==> src/hw/rtl/assert_macros.svh <==
// assertion macros shared by the box filter rtl
// no dependencies; included by the modules that check their own logic
`ifndef ASSERT_MACROS_SVH
`define ASSERT_MACROS_SVH
`ifndef SYNTH
`define ASSERT_IMP(label, clk, rst, ante, cons, msg) \
  label: assert property (@(posedge clk) disable iff (rst) (ante) |-> (cons)) else $error(msg);
`define ASSERT_NEXT(label, clk, rst, ante, cons, msg) \
  label: assert property (@(posedge clk) disable iff (rst) (ante) |=> (cons)) else $error(msg);
`else
`define ASSERT_IMP(label, clk, rst, ante, cons, msg)
`define ASSERT_NEXT(label, clk, rst, ante, cons, msg)
`endif
`endif

==> src/hw/rtl/bf3_pkg.sv <==
// types, constants and helper functions of the 3x3 box filter
// no dependencies; imported by every module of the filter but bf3_ram
package bf3_pkg;

  localparam int MaxLineWidth = 2048;
  localparam int IndexBits    = 22;
  localparam int LwBits       = 12;
  localparam int ChanBits     = 8;
  localparam int NumChan      = 3;
  localparam int PixBits      = NumChan * ChanBits;
  localparam int DelayDepth   = 2 * MaxLineWidth + 3;
  localparam int AddrBits     = $clog2(DelayDepth);
  localparam int SumBits      = $clog2(9 * (2 ** ChanBits - 1) + 1);
  localparam int CmpBits      = (IndexBits > AddrBits ? IndexBits : AddrBits) + 1;
  localparam int OutDepth     = 4;
  localparam int CntBits      = $clog2(OutDepth + 1);
  localparam int Div9Mul      = 7282;
  localparam int Div9Shift    = 16;
  localparam int ProdBits     = SumBits + Div9Shift;

  localparam logic [LwBits-1:0]   LineWidthReset = LwBits'(640);
  localparam logic [ChanBits-1:0] AlphaOpaque    = '1;

  typedef logic [AddrBits-1:0]  addr_t;
  typedef logic [PixBits-1:0]   pix_t;
  typedef logic [IndexBits-1:0] index_t;
  typedef logic [LwBits-1:0]    lw_t;
  typedef logic [SumBits-1:0]   sum_t;

  localparam index_t IndexMax = '1;

  typedef struct packed {
    logic [31:0] pixel_in;
    logic        first_pixel;
  } in_beat_t;

  typedef struct packed {
    logic [31:0] pixel_out;
    index_t      center_index;
  } out_beat_t;

  // stage tag that travels with the delay memory read data
  typedef struct packed {
    logic   shift;
    logic   item;
    logic   has_res;
    index_t center;
  } tag_t;

  // a - d modulo the delay depth, both below the depth
  function automatic addr_t addr_sub(addr_t a, addr_t d);
    logic [AddrBits:0] t;
    t = {1'b0, a} + (AddrBits + 1)'(DelayDepth) - {1'b0, d};
    if (a >= d) begin
      return a - d;
    end
    return t[AddrBits-1:0];
  endfunction

  // floor(s / 9) by reciprocal multiply, exact for s below 2^15
  function automatic logic [ChanBits-1:0] div9(sum_t s);
    logic [ProdBits-1:0] p;
    p = ProdBits'(s) * ProdBits'(Div9Mul);
    return p[Div9Shift +: ChanBits];
  endfunction

endpackage

==> src/hw/rtl/bf3_ofifo.sv <==
// small result queue between the filter pipeline and the output channel
// depends on bf3_pkg
`include "assert_macros.svh"
module bf3_ofifo (
  input  logic                      clk,
  input  logic                      rst,
  input  logic                      push,
  input  bf3_pkg::out_beat_t        push_data,
  output logic                      out_valid,
  input  logic                      out_ready,
  output bf3_pkg::out_beat_t        out_data,
  output logic [bf3_pkg::CntBits-1:0] count
);
  import bf3_pkg::*;

  localparam int PtrBits = (OutDepth > 1) ? $clog2(OutDepth) : 1;

  out_beat_t          q [OutDepth];
  logic [PtrBits-1:0] wr_ptr, rd_ptr;
  logic               pop;

  assign out_valid = (count != '0);
  assign pop       = out_valid && out_ready;
  assign out_data  = q[rd_ptr];

  always_ff @(posedge clk) begin
    if (push) begin
      q[wr_ptr] <= push_data;
    end
  end

  always_ff @(posedge clk) begin
    if (rst) begin
      wr_ptr <= '0;
      rd_ptr <= '0;
      count  <= '0;
    end else begin
      if (push) begin
        wr_ptr <= (wr_ptr == PtrBits'(OutDepth - 1)) ? '0 : wr_ptr + 1'b1;
      end
      if (pop) begin
        rd_ptr <= (rd_ptr == PtrBits'(OutDepth - 1)) ? '0 : rd_ptr + 1'b1;
      end
      if (push && !pop) begin
        count <= count + 1'b1;
      end else if (pop && !push) begin
        count <= count - 1'b1;
      end
    end
  end

  `ASSERT_IMP(a_no_overflow, clk, rst, push, (count < CntBits'(OutDepth)) || pop, "result queue overflow")
  `ASSERT_NEXT(a_count_up, clk, rst, push && !pop, count == $past(count) + 1'b1, "queue count not incremented")
  `ASSERT_NEXT(a_count_down, clk, rst, pop && !push, count == $past(count) - 1'b1, "queue count not decremented")

endmodule

==> config.mk <==
export PLATFORM = sky130hd
export DESIGN_NAME = bf3_ofifo
export DESIGN_NICKNAME = d
export VERILOG_FILES = /design/src/hw/rtl/bf3_pkg.sv /design/src/hw/rtl/bf3_ofifo.sv
export VERILOG_INCLUDE_DIRS = /design/src /design/src/hw/rtl
export SDC_FILE = /design/constraint.sdc
export NUM_CORES = 1
export LEC_CHECK = 0
export BUFFER_PORTS_ARGS = -buffer_cell sky130_fd_sc_hd__buf_2
export CAP_MARGIN = 10
export CELL_PAD_IN_SITES_DETAIL_PLACEMENT = 1
export CELL_PAD_IN_SITES_GLOBAL_PLACEMENT = 1
export CORE_MARGIN = 2
export CORE_UTILIZATION = 40
export DETAILED_ROUTE_END_ITERATION = 10
export PLACE_DENSITY = 0.69
export SYNTH_ARGS = -nofsm -noshare
export SYNTH_HDL_FRONTEND = slang
export SYNTH_SLANG_ARGS = --single-unit
==> constraint.sdc <==
create_clock -name clk -period 2.45 [get_ports clk]
set_input_delay 0 -clock clk [delete_from_list [all_inputs] [get_ports clk]]
set_output_delay 0 -clock clk [all_outputs]
set_load 0.01 [all_outputs]
==> flow_summary.toml <==
[critical_path]
crit_arrival_ns = 2.58
worst-path-stages = 7
r2r_cells = 7
critPathMaxFanout = 5
cp-start-kind = "flip-flop"
crit_buf_inv = 1
crit_chain = "o31ai_4 > ha_1 > inv_1 > fa_1 > xor2_1 > or3_1 > a21oi_1"
required_ns = 2.88
critPathKind = "reg -> reg"
crit_family = "adder cells"
critPathSlowestCell = "dfxtp_1"
endpoint_kind = "flip-flop"
critical_path.max_stage_delay_ns = 0.39

[sta]
finalClockSkew_ns = 0.01288
setup_viol = 0
setup_tns_ns = 0
fin_crit_ns = 2.152
finalCritPeriodShare_pct = 87.83
tightest_slew_ns = 0.5110
slew_headroom_pct = 65.93
hold_viol = 0
fmax_mhz = 464.7
slew_violations = 0
holdWs_ns = 0.2453
rsz0062_at_grt = "no"
worst_slack_ns = 0.2982

[grt]
busiest_layer = "met2"
met3_usage_pct = 3.160
globalRouteOverflowTotal = 0
grt_max_degree = 33
grtUsageMet2_pct = 26.37
grt_pass1_wl_um = 25520
grt_usage_pct = 15.10
use_met1_pct = 19.59
grt_pass1_vias = 4548
antenna_found_initial = 0

[synthesis]
ys.flop_type = "edfxtp_1"
synth_seq_cells = 225
avgSynthCellArea_um2 = 25.50
synth_top_area_share_pct = 78.04
synth_nets = 391
synth_commonest_cells = "edfxtp_1 (216), mux4_2 (50), dfxtp_1 (9)"
ys_async_sr_fraction_pct = 0
yosysWarnings = 0
syn_inst = 326
synth_edf_count = 216
synth.distinct_cells = 21
synthMostInstantiatedCell = "edfxtp_1"
netlist.top_cell.by_area = "edfxtp_1"
synth_seq_area_share_pct = 80.20
ys_top_cells_by_area = "edfxtp_1 (78%), mux4_2 (14%), dfxtp_1 (2.2%)"
synthesis.area_mm2 = 0.008312

[pwr]
power_density_mw_per_mm2 = 911.4
p_leak_nw = 3.670
irDropWorstVdd_uv = 499.7

[cells_and_area]
fin_area_mm2 = 0.01065
antenna_cells = 0
area_growth_pct = 28.13
drive_above_1_share_pct = 40.15
final_nets = 590
finalNonFillerCells = 813

[placed_design]
dp_slack_ns = 0.2896
gp_congestion = 0.7014
place.detailed.hpwl_um = 9514
port_buffers = 115
post_dp_cell_area_mm2 = 0.009309
dp.cells = 711

[run]
maxCapViolations = 0

[cts]
cts_resized = 0
cts_tree = "done"
h-tree-depth = 1
clk_pin_slew_ns = 0.06
root_buffer = "clkbuf_16"
clk_latency_ns = 0.50
clock-sinks = 225
cts_buffer_depth = 3
numCtsBuffers = 24

[worst_hold_path]
whs_path_depth = 2
hold_class = "in -> reg"

[drt]
wl_um = 16350
drc = 0
drtIter0Drc = 185
wl_per_cell_um = 20.11
drt-pass1-iter-count = 4
num_vias = 4011
via_per_inst = 4.934
drtAntennaViolNets = 0

[die]
core_mm2 = 0.02030
start_util_pct = 40.95
core.rowCount = 52
die_w_um = 148.2
die_h_um = 148.2
die_area_mm2 = 0.02195
ios = 116

[outcome]
status = "completed"
[path summary, 6_finish.rpt]
| kind | slack (ns) | startpoint | to |
|---|---|---|---|
| max | 0.30 | count[0] | count[2] |
| min reg2reg | 0.51 | rd_ptr[0] | flip-flop |
| max reg2reg | 0.30 | count[0] | count[2] |
| min | 0.25 | push_data[31] | q[2][31] |
[sequential cells by signal, summed over array words and instances, names as in the netlist, named ones only]
register / count
rd_ptr: 2
wr_ptr: 2
count: 3
q: 216
[cell usage in the layout, fill, tap and decap left out, types with 2 or more instances in the layout]
master / count
clkbuf_1: 4
clkinv_1: 6
edfxtp_1: 216
dlygate4sd3_1: 58
clkbuf_8: 6
a21oi_1: 3
nor2_1: 5
clkbuf_16: 25
dfxtp_1: 7
or3_1: 3
buf_2: 115
inv_1: 4
clkinv_2: 3
buf_12: 10
mux4_2: 50
xor2_1: 2
and2_2: 4
ha_1: 6
mux4_1: 4
mux2i_1: 3
buf_4: 2
[worst reg2reg max path: cells and delay by family, from the launching register on]
family	cells	cell delay, ns
AO/OA/AOI/OAI	2	0.48
buffers and inverters	1	0.07
AND/OR/NAND/NOR	1	0.33
flip-flops	1	0.39
XOR/XNOR	1	0.18
adder cells (fa/ha/maj)	2	0.62
[logic make-up (layout without fill, tap and decap cells)]
kind of cell / Yosys count / after routing / synth area share [%]
multiplexers: 57 / 57 / 15.17
XOR/XNOR: 2 / 2 / 0.2108
AND/OR/NAND/NOR: 14 / 14 / 0.8881
flip-flops: 225 / 225 / 80.20
AO/OA/AOI/OAI: 5 / 5 / 0.4966
buffers and inverters: 16 / 233 / 1.882
adder cells (fa/ha/maj): 7 / 7 / 1.144
[routing by layer]
metal  wire (um)  up-vias
met5           0        -
met4         206        0
met3         787       17
met2        8383      106
met1        6969     2098
li1            -     1790
[final cells by class]
cell class | count | area, um^2
Clock inverter | 9 | 37.54
Inverter | 4 | 15.01
Sequential cell | 225 | 6671
Clock buffer | 35 | 723.2
Fill cell | 1833 | 9649
Timing Repair Buffer | 185 | 1371
Multi-Input combinational cell | 85 | 1494
Tap cell | 270 | 337.8
[stage by stage]
stage               util, %  power [W]
CTS                   52.47   0.009840
detailed placement    45.86   0.006361
global route          52.47    0.01010
floorplan                 -   0.005795
global placement      45.86   0.006309
finish                52.47   0.009707
[report_power, final]
group | total, W | switching [W] | internal (W)
sequential | 0.00455 | 0.000140 | 0.00441
combinational | 0.00177 | 0.000831 | 0.000938
clock | 0.00339 | 0.00136 | 0.00203
[repair_timing]
item	CTS	global route
hold endpoints to repair	225	0
hold buffers	58	0
buffers inserted	0	0
(Power assumes the default switching activity.)
