===== config.mk =====
export PLATFORM = sky130hd
export DESIGN_NAME = bf3_window
export DESIGN_NICKNAME = d
export VERILOG_FILES = /design/src/hw/rtl/assert_macros.svh /design/src/hw/rtl/bf3_pkg.sv /design/src/hw/rtl/bf3_window.sv
export SDC_FILE = /design/constraint.sdc
export NUM_CORES = 1
export LEC_CHECK = 0
export BUFFER_PORTS_ARGS = -buffer_cell sky130_fd_sc_hd__buf_2
export CAP_MARGIN = 20
export CORE_ASPECT_RATIO = 0.8
export CORE_MARGIN = 2
export CORE_UTILIZATION = 62
export DETAILED_ROUTE_END_ITERATION = 16
export GPL_TIMING_DRIVEN = 0
export PLACE_DENSITY = 0.84
export SETUP_SLACK_MARGIN = 0.15
export SLEW_MARGIN = 20
export SYNTH_ARGS = -nofsm -noshare
export SYNTH_HDL_FRONTEND = slang
export SYNTH_SLANG_ARGS = --single-unit

===== constraint.sdc =====
create_clock -name clk -period 6.6 [get_ports clk]
set_input_delay 0.66 -clock clk [delete_from_list [all_inputs] [get_ports clk]]
set_output_delay 0.66 -clock clk [all_outputs]
set_load 0.01 [all_outputs]

===== src/hw/rtl/assert_macros.svh =====
// assertion macros shared by the box filter rtl
// no dependencies; included by the modules that check their own logic
`ifndef ASSERT_MACROS_SVH
`define ASSERT_MACROS_SVH
`ifndef SYNTH
`define ASSERT_IMP(label, clk, rst, ante, cons, msg) \
  label: assert property (@(posedge clk) disable iff (rst) (ante) |-> (cons)) else $error(msg);
`define ASSERT_NEXT(label, clk, rst, ante, cons, msg) \
  label: assert property (@(posedge clk) disable iff (rst) (ante) |=> (cons)) else $error(msg);
`else
`define ASSERT_IMP(label, clk, rst, ante, cons, msg)
`define ASSERT_NEXT(label, clk, rst, ante, cons, msg)
`endif
`endif


===== src/hw/rtl/bf3_pkg.sv =====
// types, constants and helper functions of the 3x3 box filter
// no dependencies; imported by every module of the filter but bf3_ram
package bf3_pkg;

  localparam int MaxLineWidth = 2048;
  localparam int IndexBits    = 22;
  localparam int LwBits       = 12;
  localparam int ChanBits     = 8;
  localparam int NumChan      = 3;
  localparam int PixBits      = NumChan * ChanBits;
  localparam int DelayDepth   = 2 * MaxLineWidth + 3;
  localparam int AddrBits     = $clog2(DelayDepth);
  localparam int SumBits      = $clog2(9 * (2 ** ChanBits - 1) + 1);
  localparam int CmpBits      = (IndexBits > AddrBits ? IndexBits : AddrBits) + 1;
  localparam int OutDepth     = 4;
  localparam int CntBits      = $clog2(OutDepth + 1);
  localparam int Div9Mul      = 7282;
  localparam int Div9Shift    = 16;
  localparam int ProdBits     = SumBits + Div9Shift;

  localparam logic [LwBits-1:0]   LineWidthReset = LwBits'(640);
  localparam logic [ChanBits-1:0] AlphaOpaque    = '1;

  typedef logic [AddrBits-1:0]  addr_t;
  typedef logic [PixBits-1:0]   pix_t;
  typedef logic [IndexBits-1:0] index_t;
  typedef logic [LwBits-1:0]    lw_t;
  typedef logic [SumBits-1:0]   sum_t;

  localparam index_t IndexMax = '1;

  typedef struct packed {
    logic [31:0] pixel_in;
    logic        first_pixel;
  } in_beat_t;

  typedef struct packed {
    logic [31:0] pixel_out;
    index_t      center_index;
  } out_beat_t;

  // stage tag that travels with the delay memory read data
  typedef struct packed {
    logic   shift;
    logic   item;
    logic   has_res;
    index_t center;
  } tag_t;

  // a - d modulo the delay depth, both below the depth
  function automatic addr_t addr_sub(addr_t a, addr_t d);
    logic [AddrBits:0] t;
    t = {1'b0, a} + (AddrBits + 1)'(DelayDepth) - {1'b0, d};
    if (a >= d) begin
      return a - d;
    end
    return t[AddrBits-1:0];
  endfunction

  // floor(s / 9) by reciprocal multiply, exact for s below 2^15
  function automatic logic [ChanBits-1:0] div9(sum_t s);
    logic [ProdBits-1:0] p;
    p = ProdBits'(s) * ProdBits'(Div9Mul);
    return p[Div9Shift +: ChanBits];
  endfunction

endpackage


===== src/hw/rtl/bf3_window.sv =====
// 3x3 window taps, channel sums and divide by nine
// depends on bf3_pkg; row taps come from the delay memory read ports
module bf3_window (
  input  logic               clk,
  input  logic               rst,
  input  bf3_pkg::tag_t      tag,
  input  bf3_pkg::pix_t      pix,
  input  bf3_pkg::pix_t      row1,
  input  bf3_pkg::pix_t      row2,
  output logic               res_valid,
  output bf3_pkg::out_beat_t res
);
  import bf3_pkg::*;

  pix_t   x1, x2;
  pix_t   a1, b1, a2, b2;
  sum_t   sum [NumChan];
  sum_t   sum_r [NumChan];
  index_t center_r;

  always_ff @(posedge clk) begin
    if (tag.item) begin
      x1 <= pix;
      x2 <= x1;
    end
    if (tag.shift) begin
      a1 <= row1;
      b1 <= a1;
      a2 <= row2;
      b2 <= a2;
    end
  end

  always_comb begin
    for (int c = 0; c < NumChan; c++) begin
      sum[c] = SumBits'(pix[c*ChanBits +: ChanBits]) + SumBits'(x1[c*ChanBits +: ChanBits])
             + SumBits'(x2[c*ChanBits +: ChanBits]) + SumBits'(row1[c*ChanBits +: ChanBits])
             + SumBits'(a1[c*ChanBits +: ChanBits]) + SumBits'(b1[c*ChanBits +: ChanBits])
             + SumBits'(row2[c*ChanBits +: ChanBits]) + SumBits'(a2[c*ChanBits +: ChanBits])
             + SumBits'(b2[c*ChanBits +: ChanBits]);
    end
  end

  always_ff @(posedge clk) begin
    if (rst) begin
      res_valid <= 1'b0;
    end else begin
      res_valid <= tag.item && tag.has_res;
    end
  end

  always_ff @(posedge clk) begin
    if (tag.item) begin
      sum_r    <= sum;
      center_r <= tag.center;
    end
  end

  always_comb begin
    res.pixel_out    = {AlphaOpaque, div9(sum_r[2]), div9(sum_r[1]), div9(sum_r[0])};
    res.center_index = center_r;
  end

endmodule


==> flow_metrics.tcl, run 1 <==
set metrics [dict create \
    run_status "complete, no violations" \
    timing.reg2reg.setup_slack_ns 2.22 \
    yosysWarningCount 0 \
    total_of_cells_resized_after_clock_tree_synthesis 0 \
    stdcell_count 1916 \
    dp.final_hpwl_mm 25.3 \
    worst_setup_path_start_kind "flop" \
    final_cell_mix "inv_1, fa_1, ha_1" \
    bufs_and_invs_on_worst_path 7 \
    cts_root_buffer "clkbuf_16" \
    async_flop_share_pct 0 \
    worst-slew-pin-transition_ns 0.519 \
    layout_worst_path_cycle_share_pct 93.7 \
    post_synth_edffs 202 \
    final.setup.tns_ns 0 \
    critical_path.most_common_cell "inv_1" \
    grt_max_degree 78 \
    synth-main-ff-cell "edfxtp_1" \
    cts_buffer_depth 3 \
    finalCoreUtilization_pct 70.6 \
    synth_top_area_cell "edfxtp_1" \
    portBuffers 145 \
    drt_first_pass_iters 5 \
    syn_avg_cell_area_um2 12.7 \
    grt_setup_unrepaired "no" \
    drt_drc_violations_left 0 \
    min_period_ns 6.19 \
    worst_r2r_endpoint "sum_r[10]" \
    die_width_um 191 \
    layout_commonest_cell "inv_1" \
    crit_path_start "sum_r[15]" \
    numPlacedInstances 1874 \
    hold_class "input pin to flop" \
    worstReg2RegStart "b1[18]" \
    clock_skew_ns 0.0260 \
    cts_made_buffers 22 \
    ctsHoldBuffers 0 \
    critical_path_cell_count 19 \
    cell_area_synth_um2 17300 \
    crit_arrival_ns 5.53 \
    drive_gt1_share_pct 12.8 \
    synth.ff_latch_count 203 \
    critPathKind "flop to output pin" \
    cpMaxStageDelayCell "fa_1" \
    top_area_cell_type_share_of_the_netlist_area_pct 35.2 \
    netlist_instances 1356 \
    grt_pass1_vias 10700 \
    top_level_ports 154 \
    maxCapViolations 0 \
    grt_antenna_before_repair 6 \
    num_vias 9746 \
    finalMaxSlewViolations 0 \
    initial_core_util_pct 63.2 \
    layout.nets 2121 \
    critical-path-max-stage-delay_ns 0.53 \
    postcts_setup_bufs 0 \
    grt_first_pass_wirelength_mm 50.8 \
    tritoncts "yes" \
    antenna_left 0 \
    fillers 1951 \
    area_delta_synth_final_pct 11.6 \
    timing.critical_path.required_ns 5.94 \
    clk_pin_slew_ns 0.06 \
    vias_per_cell 5.09 \
    worstPathCellList "inv_1, fa_1, inv_1, ha_1, inv_1, fa_1, inv_1, fa_1, inv_1, fa_1, inv_1, ha_1, a211o_1, a211oi_1, a21oi_2, a41oi_2, a21boi_0, xor2_1, buf_2" \
    crit_path_max_fanout 5 \
    synth_cell_type_count 41 \
    number_of_h_tree_branching_levels 1 \
    clock-sinks 203 \
    crit_family "adder cells" \
    std_cell_rows 54 \
    timing.critical_path.to_type "output pin" \
    setup-violations-final 0 \
    place.gp.congestion 0.876 \
    grt_usage_pct 22.1 \
    synth.top_cells.by_area "edfxtp_1, fa_1, ha_1, inv_1, xnor2_1" \
    floorplan.die_area_um2 29200 \
    fp.coreArea_um2 27300 \
    die_height_um 153 \
    endpoints_failing_hold 0 \
    final_wirelength_mm 29.9 \
    wl_per_cell_um 15.6 \
    slew_headroom_pct 65.4 \
    grt_overflow 0 \
    worst_skew_pair.late_latency_ns 0.54 \
    detailedRoute.firstIterationViolations 402 \
    synth.yosys.seq_area_share_pct 35.3 \
    crit_path_end "res[36]" \
    fmax_ghz 0.162 \
    r2r.worst_path.cells 16 \
]
## stage by stage
step | hold slack, ns | area [um^2] | setup slack, ns
2_1_floorplan | 0.448 | 17300 | 1.36
3_3_place_gp | 0.452 | 18500 | 1.09
3_5_place_dp | 0.458 | 18500 | 1.00
4_1_cts | 0.253 | 19200 | 0.402
5_1_grt | 0.269 | 19300 | 0.141
6_report | 0.279 | 19300 | 0.413
## registers in the layout (all words and copies together) (netlist names), 22 cells and up
signal    flops
a1           24
x1           24
a2           24
sum_r        36
b1           24
x2           24
center_r     22
b2           24
## per-layer routing
| layer | track usage, % | share of wire [%] | wire, um |
|---|---|---|---|
| met4 | 4.02 | 1.6 | 477 |
| met5 | 0 | 0.11 | 34 |
| met3 | 4.09 | 4.7 | 1420 |
| met1 | 29.4 | 44 | 13100 |
| met2 | 38.6 | 50 | 14900 |
## kinds of logic after synthesis
kind of cell    Yosys count  share of synthesized area, %
other cells               1                        0.0217
buf+inv                 428                          9.48
simple gates             61                          1.67
fa+ha+maj               488                          46.2
compound gates          121                          4.60
flops                   203                          35.3
xor+xnor                 54                          2.74
## layout make-up
class | count | area [um^2] | area share [%]
flip-flops and latches | 203 | 6090 | 31.6
well taps | 364 | 455 | 2.36
plain buffers | 8 | 60.1 | 0.312
clock inverters | 15 | 160 | 0.831
multi-input cells | 732 | 9570 | 49.7
diodes | 3 | 7.51 | 0.0390
inverters | 420 | 1580 | 8.18
repair buffers | 147 | 793 | 4.12
clock buffers | 24 | 558 | 2.90
## how the worst min path moves through the flow
| stage | end | start | cells after the start |
|---|---|---|---|
| floorplan | b1[0] | a1[0] | 0 |
| global placement | b1[21] | a1[21] | 0 |
| detailed placement | b1[18] | a1[18] | 0 |
| CTS | res_valid | rst | 2 |
| global route | res_valid | rst | 2 |
| finish | res_valid | rst | 2 |
## cells in the mapped netlist, types with 3 or more instances
master and n:
inv_1 420, fa_1 249, ha_1 239, edfxtp_1 202, a21oi_1 43, xnor2_1 34
nand2_1 20, xor2_1 20, o21ai_0 19, a21o_1 14, nor2_1 14, o21bai_1 11
a211oi_1 8, buf_4 8, o21a_1 7, nand4_1 6, nand3_1 5, nor2b_1 4
and3_1 3, nand2b_1 3
## worst register-to-register path, stage by stage (launching register included)
cell      delay (ns)
edfxtp_1        0.39
fa_1            0.60
fa_1            0.47
fa_1            0.55
inv_1           0.05
fa_1            0.48
inv_1           0.04
ha_1            0.18
inv_1           0.08
fa_1            0.21
inv_1           0.05
a21o_1          0.16
a21oi_1         0.21
o21bai_1        0.10
a21oi_1         0.23
o21ai_0         0.16
xor2_1          0.16
Power of run 1 is left out: the tool's default activity adds up to more than one toggle a clock period on the data nets, which glitch-free logic cannot reach.
==> inputs of run 2 (changes only) <==
--- a/config.mk
+++ b/config.mk
@@ -5,6 +5,7 @@
 export SDC_FILE = /design/constraint.sdc
 export NUM_CORES = 1
 export LEC_CHECK = 0
+export ABC_CLOCK_PERIOD_IN_PS = 6600
 export BUFFER_PORTS_ARGS = -buffer_cell sky130_fd_sc_hd__buf_2
 export CAP_MARGIN = 20
 export CORE_ASPECT_RATIO = 0.8
@@ -13,6 +14,7 @@
 export DETAILED_ROUTE_END_ITERATION = 16
 export GPL_TIMING_DRIVEN = 0
 export PLACE_DENSITY = 0.84
+export RECOVER_POWER = 50
 export SETUP_SLACK_MARGIN = 0.15
 export SLEW_MARGIN = 20
 export SYNTH_ARGS = -nofsm -noshare
==> flow_metrics.tcl, run 2 (synthesized netlist as in run 1, its figures left out) <==
set metrics [dict create \
    place.gp.congestion 0.876 \
    failed_checks "max-capacitance violations, max-slew violations" \
    hold_class "input pin to flop" \
    endpoints_failing_hold 0 \
    critical-path-max-stage-delay_ns 0.53 \
    bufs_and_invs_on_worst_path 7 \
    finalMaxSlewViolations 49 \
    vias_per_cell 5.07 \
    portBuffers 145 \
    layout.nets 2121 \
    critical_path.most_common_cell "inv_1" \
    drive_gt1_share_pct 9.04 \
    area_delta_synth_final_pct 11.1 \
    cpMaxStageDelayCell "fa_1" \
    timing.critical_path.required_ns 5.94 \
    clock-sinks 203 \
    clock_skew_ns 0.0260 \
    initial_core_util_pct 63.2 \
    dp.final_hpwl_mm 25.3 \
    maxCapViolations 1 \
    number_of_h_tree_branching_levels 1 \
    drt_first_pass_iters 5 \
    grt_setup_unrepaired "no" \
    worstPathCellList "inv_1, fa_1, inv_1, ha_1, inv_1, fa_1, inv_1, fa_1, inv_1, fa_1, inv_1, ha_1, a211o_1, a211oi_1, a21oi_2, a41oi_2, a21boi_0, xor2_1, buf_2" \
    run_status "finished, violations left" \
    post-route-worst-setup-slack_ns 0.411 \
    layout_commonest_cell "inv_1" \
    grt_usage_pct 22.1 \
    cts_made_buffers 22 \
    final_cell_mix "inv_1, fa_1, ha_1" \
    floorplan.die_area_um2 29200 \
    max_ffs_per_register 36 \
    die_width_um 191 \
    clk_pin_slew_ns 0.06 \
    place_ws_ns 1.00 \
    grt_first_pass_wirelength_mm 50.8 \
    timing.critical_path.to_type "output pin" \
    critical_path_cell_count 19 \
    fp.coreArea_um2 27300 \
    min_period_ns 6.19 \
    grt_overflow 0 \
    min_path_cells 2 \
    critPathKind "flop to output pin" \
    worst_setup_path_start_kind "flop" \
    worst_skew_pair.late_latency_ns 0.54 \
    slew_headroom_pct -96.3 \
    crit_family "adder cells" \
    antenna_left 0 \
    r2r.worst_path.cells 16 \
    top_level_ports 154 \
    num_vias 9711 \
    grt_pass1_vias 10700 \
    fmax_ghz 0.162 \
    max_flop_register "sum_r" \
    postcts_setup_bufs 0 \
    std_cell_rows 54 \
    worst-slew-pin-transition_ns 2.94 \
    cts_root_buffer "clkbuf_16" \
    grt_max_degree 78 \
    final_wirelength_mm 29.9 \
    cts_buffer_depth 3 \
    tritoncts "yes" \
    die_height_um 153 \
    wl_per_cell_um 15.6 \
    drt_drc_violations_left 0 \
    numPlacedInstances 1874 \
    crit_path_max_fanout 5 \
    stdcell_count 1915 \
    grt_antenna_before_repair 4 \
    final.setup.tns_ns 0 \
    detailedRoute.firstIterationViolations 397 \
    setup-violations-final 0 \
    layout_worst_path_cycle_share_pct 93.8 \
    holdWs_ns 0.279 \
    crit_arrival_ns 5.53 \
]
[run 2: changes by cell type in the layout (fill, tap and decap cells not counted), sizes merged]
cell | before | now
buf | 155 | 97
clkbuf | 24 | 82
diode | 3 | 2
[run 2: per-stage QoR]
step | cell area (um^2) | utilization (%)
2_1_floorplan | 17300 | -
3_3_place_gp | 18500 | 67.6
5_1_grt | 19200 | 70.3
4_1_cts | 19200 | 70.5
3_5_place_dp | 18500 | 67.9
6_report | 19200 | 70.3
[run 2: worst paths after layout]
| kind | endpoint | start | slack (ns) |
|---|---|---|---|
| setup / recovery | res[36] | sum_r[15] | 0.41 |
| setup reg to reg | sum_r[10] | b1[18] | 2.22 |
| hold / removal | res_valid | rst | 0.28 |
| hold reg to reg | b1[18] | a1[18] | 0.47 |
[run 2: cell type report]
type                    instances  area (um^2)
multi-input cells             732         9570
fillers                      1988         8120
flip-flops and latches        203         6090
inverters                     420         1580
repair buffers                147          707
clock buffers                  24          558
well taps                     364          455
clock inverters                15          160
plain buffers                   8         60.1
diodes                          2         5.00
[run 2: timing repair]
action,CTS,global route
hold buffers,0,0
hold endpoints to repair,0,0
setup endpoints to repair,0,2
resized for setup,0,2
[run 2: worst register-to-register path, cell delays in order, from the launching register on]
cell	delay (ns)
edfxtp_1	0.39
fa_1	0.60
fa_1	0.47
fa_1	0.55
inv_1	0.05
fa_1	0.48
inv_1	0.04
ha_1	0.18
inv_1	0.08
fa_1	0.21
inv_1	0.05
a21o_1	0.16
a21oi_1	0.21
o21bai_1	0.10
a21oi_1	0.23
o21ai_0	0.16
xor2_1	0.16
[run 2: routing by layer]
layer / share of wire, % / vias to the layer above / global-route usage, %
met5: 0.067 / - / 0
met4: 1.6 / 4 / 4.02
met3: 4.7 / 44 / 4.09
met2: 50 / 192 / 38.6
met1: 44 / 4831 / 29.4
li1: - / 4640 / -
Power of run 2 is left out for the same reason.
==> inputs of run 3 (changes only) <==
--- a/config.mk
+++ b/config.mk
@@ -10,10 +10,10 @@
 export CAP_MARGIN = 20
 export CORE_ASPECT_RATIO = 0.8
 export CORE_MARGIN = 2
-export CORE_UTILIZATION = 62
+export CORE_UTILIZATION = 45
 export DETAILED_ROUTE_END_ITERATION = 16
 export GPL_TIMING_DRIVEN = 0
-export PLACE_DENSITY = 0.84
+export PLACE_DENSITY = 0.64
 export RECOVER_POWER = 50
 export SETUP_SLACK_MARGIN = 0.15
 export SLEW_MARGIN = 20
==> flow_metrics.tcl, run 3 (synthesized netlist as in run 1, its figures left out) <==
set metrics [dict create \
    drt_drc_violations_left 0 \
    tritoncts "yes" \
    std_cell_rows 64 \
    hold_class "input pin to flop" \
    launch_instance_of_the_worst_min_delay_path "rst" \
    crit_arrival_ns 5.50 \
    fmax_ghz 0.162 \
    timing.critical_path.required_ns 5.94 \
    clk_pin_slew_ns 0.06 \
    crit_family "adder cells" \
    portBuffers 145 \
    final-seq-area_um2 6090 \
    fp.coreArea_um2 38000 \
    die_width_um 223 \
    top_level_ports 154 \
    final.setup.tns_ns 0 \
    setup-violations-final 0 \
    finalCoreUtilization_pct 50.8 \
    cts_buffer_depth 3 \
    grt_overflow 0 \
    cpMaxStageDelayCell "fa_1" \
    min_period_ns 6.16 \
    layout_worst_path_cycle_share_pct 93.4 \
    detailedRoute.firstIterationViolations 310 \
    failed_checks "max-capacitance violations, max-slew violations" \
    crit_path_max_fanout 5 \
    final_cell_mix "inv_1, fa_1, ha_1" \
    ctsHoldBuffers 0 \
    floorplan.die_area_um2 39900 \
    finalMaxSlewViolations 122 \
    critPathKind "flop to output pin" \
    clock_skew_ns 0.0182 \
    grt_antenna_before_repair 3 \
    dp.final_hpwl_mm 24.8 \
    vias_per_cell 4.62 \
    grt_setup_unrepaired "no" \
    multi_input_area_um2 9560 \
    drive_gt1_share_pct 9.14 \
    final_wirelength_mm 29.4 \
    num_vias 9467 \
    worst-slew-pin-transition_ns 4.49 \
    area_delta_synth_final_pct 12.0 \
    crit_path_start "sum_r[15]" \
    grt_usage_pct 16.0 \
    place_area_um2 18700 \
    timing.reg2reg.setup_slack_ns 2.23 \
    post-route-cell-area_um2 19300 \
    timing.critical_path.to_type "output pin" \
    fillers 3356 \
    maxCapViolations 2 \
    max_ffs_per_register 36 \
    grt_first_pass_wirelength_mm 50.6 \
    die_height_um 179 \
    critical-path-max-stage-delay_ns 0.53 \
    critical_path.most_common_cell "inv_1" \
    worstPathCellList "inv_1, fa_1, inv_1, ha_1, inv_1, fa_1, inv_1, fa_1, inv_1, fa_1, inv_1, ha_1, a211o_1, a211oi_1, a21oi_2, a41oi_2, a21boi_0, xor2_1, buf_2" \
    number_of_h_tree_branching_levels 1 \
    max_flop_register "sum_r" \
    layout_commonest_cell "inv_1" \
    place.gp.congestion 0.864 \
    cts_root_buffer "clkbuf_16" \
    antenna_left 0 \
    clock-sinks 203 \
    worst_setup_path_start_kind "flop" \
    wl_per_cell_um 14.3 \
    worst_skew_pair.late_latency_ns 0.53 \
    initial_core_util_pct 45.4 \
    layout.nets 2124 \
    grt_max_degree 80 \
    bufs_and_invs_on_worst_path 7 \
    drt_first_pass_iters 4 \
    grt_pass1_vias 10400 \
    worstReg2RegStart "b1[18]" \
    run_status "finished, violations left" \
    cts_made_buffers 23 \
    endpoints_failing_hold 0 \
    slew_headroom_pct -199 \
]
[run 3: cell types whose count changed in the layout (fill, tap and decap cells not counted), sizes merged]
cell,delta
buf,+1
clkinv,+1
inv,-1
clkinvlp,-2
clkbuf,+7
diode,-1
bufinv,-1
[run 3: cell type report]
cell class                      count  share of cell area [%]
Buffer                              8                   0.311
Clock inverter                     12                   0.492
Inverter                          420                    8.16
Multi-Input combinational cell    732                    49.5
Antenna cell                        1                  0.0130
Timing Repair Buffer              149                    3.62
Clock buffer                       30                    3.22
Tap cell                          495                    3.21
Sequential cell                   203                    31.5
[run 3: path summary, 6_finish.rpt]
| kind | end | depth (start not counted) |
|---|---|---|
| max | res[36] | 19 |
| min | res_valid | 2 |
| max reg2reg | sum_r[10] | 16 |
| min reg2reg | b1[16] | 0 |
[run 3: worst register-to-register path, delay by kind of cell (launching register included)]
family | cells | cell delay [ns]
AO/OA/AOI/OAI | 5 | 0.86
XOR/XNOR | 1 | 0.15
adder cells (fa/ha/maj) | 6 | 2.47
buffers and inverters | 4 | 0.22
flip-flops | 1 | 0.39
[run 3: routing by layer]
metal	up-vias	track usage (%)	part of all wire [%]
met5	-	0	0.037
met4	2	2.82	1.5
met3	30	3.10	5.0
met2	161	27.0	47
met1	4634	21.9	47
li1	4640	-	-
[run 3: what timing repair did]
item / 4_1_cts / 5_1_grt
setup buffers: 0 / 2
resized for setup: 0 / 2
endpoints found under the setup margin: 0 / 4
[run 3: metrics by stage]
step                      hold slack, ns  setup WS, ns  std cells
after floorplan                    0.448          1.36       1363
after global placement             0.453          1.06       2003
after detailed placement           0.460         0.985       2005
after CTS                          0.247         0.414       2047
after global routing               0.253         0.171       2049
final                              0.285         0.438       2050
Power of run 3 is left out for the same reason.
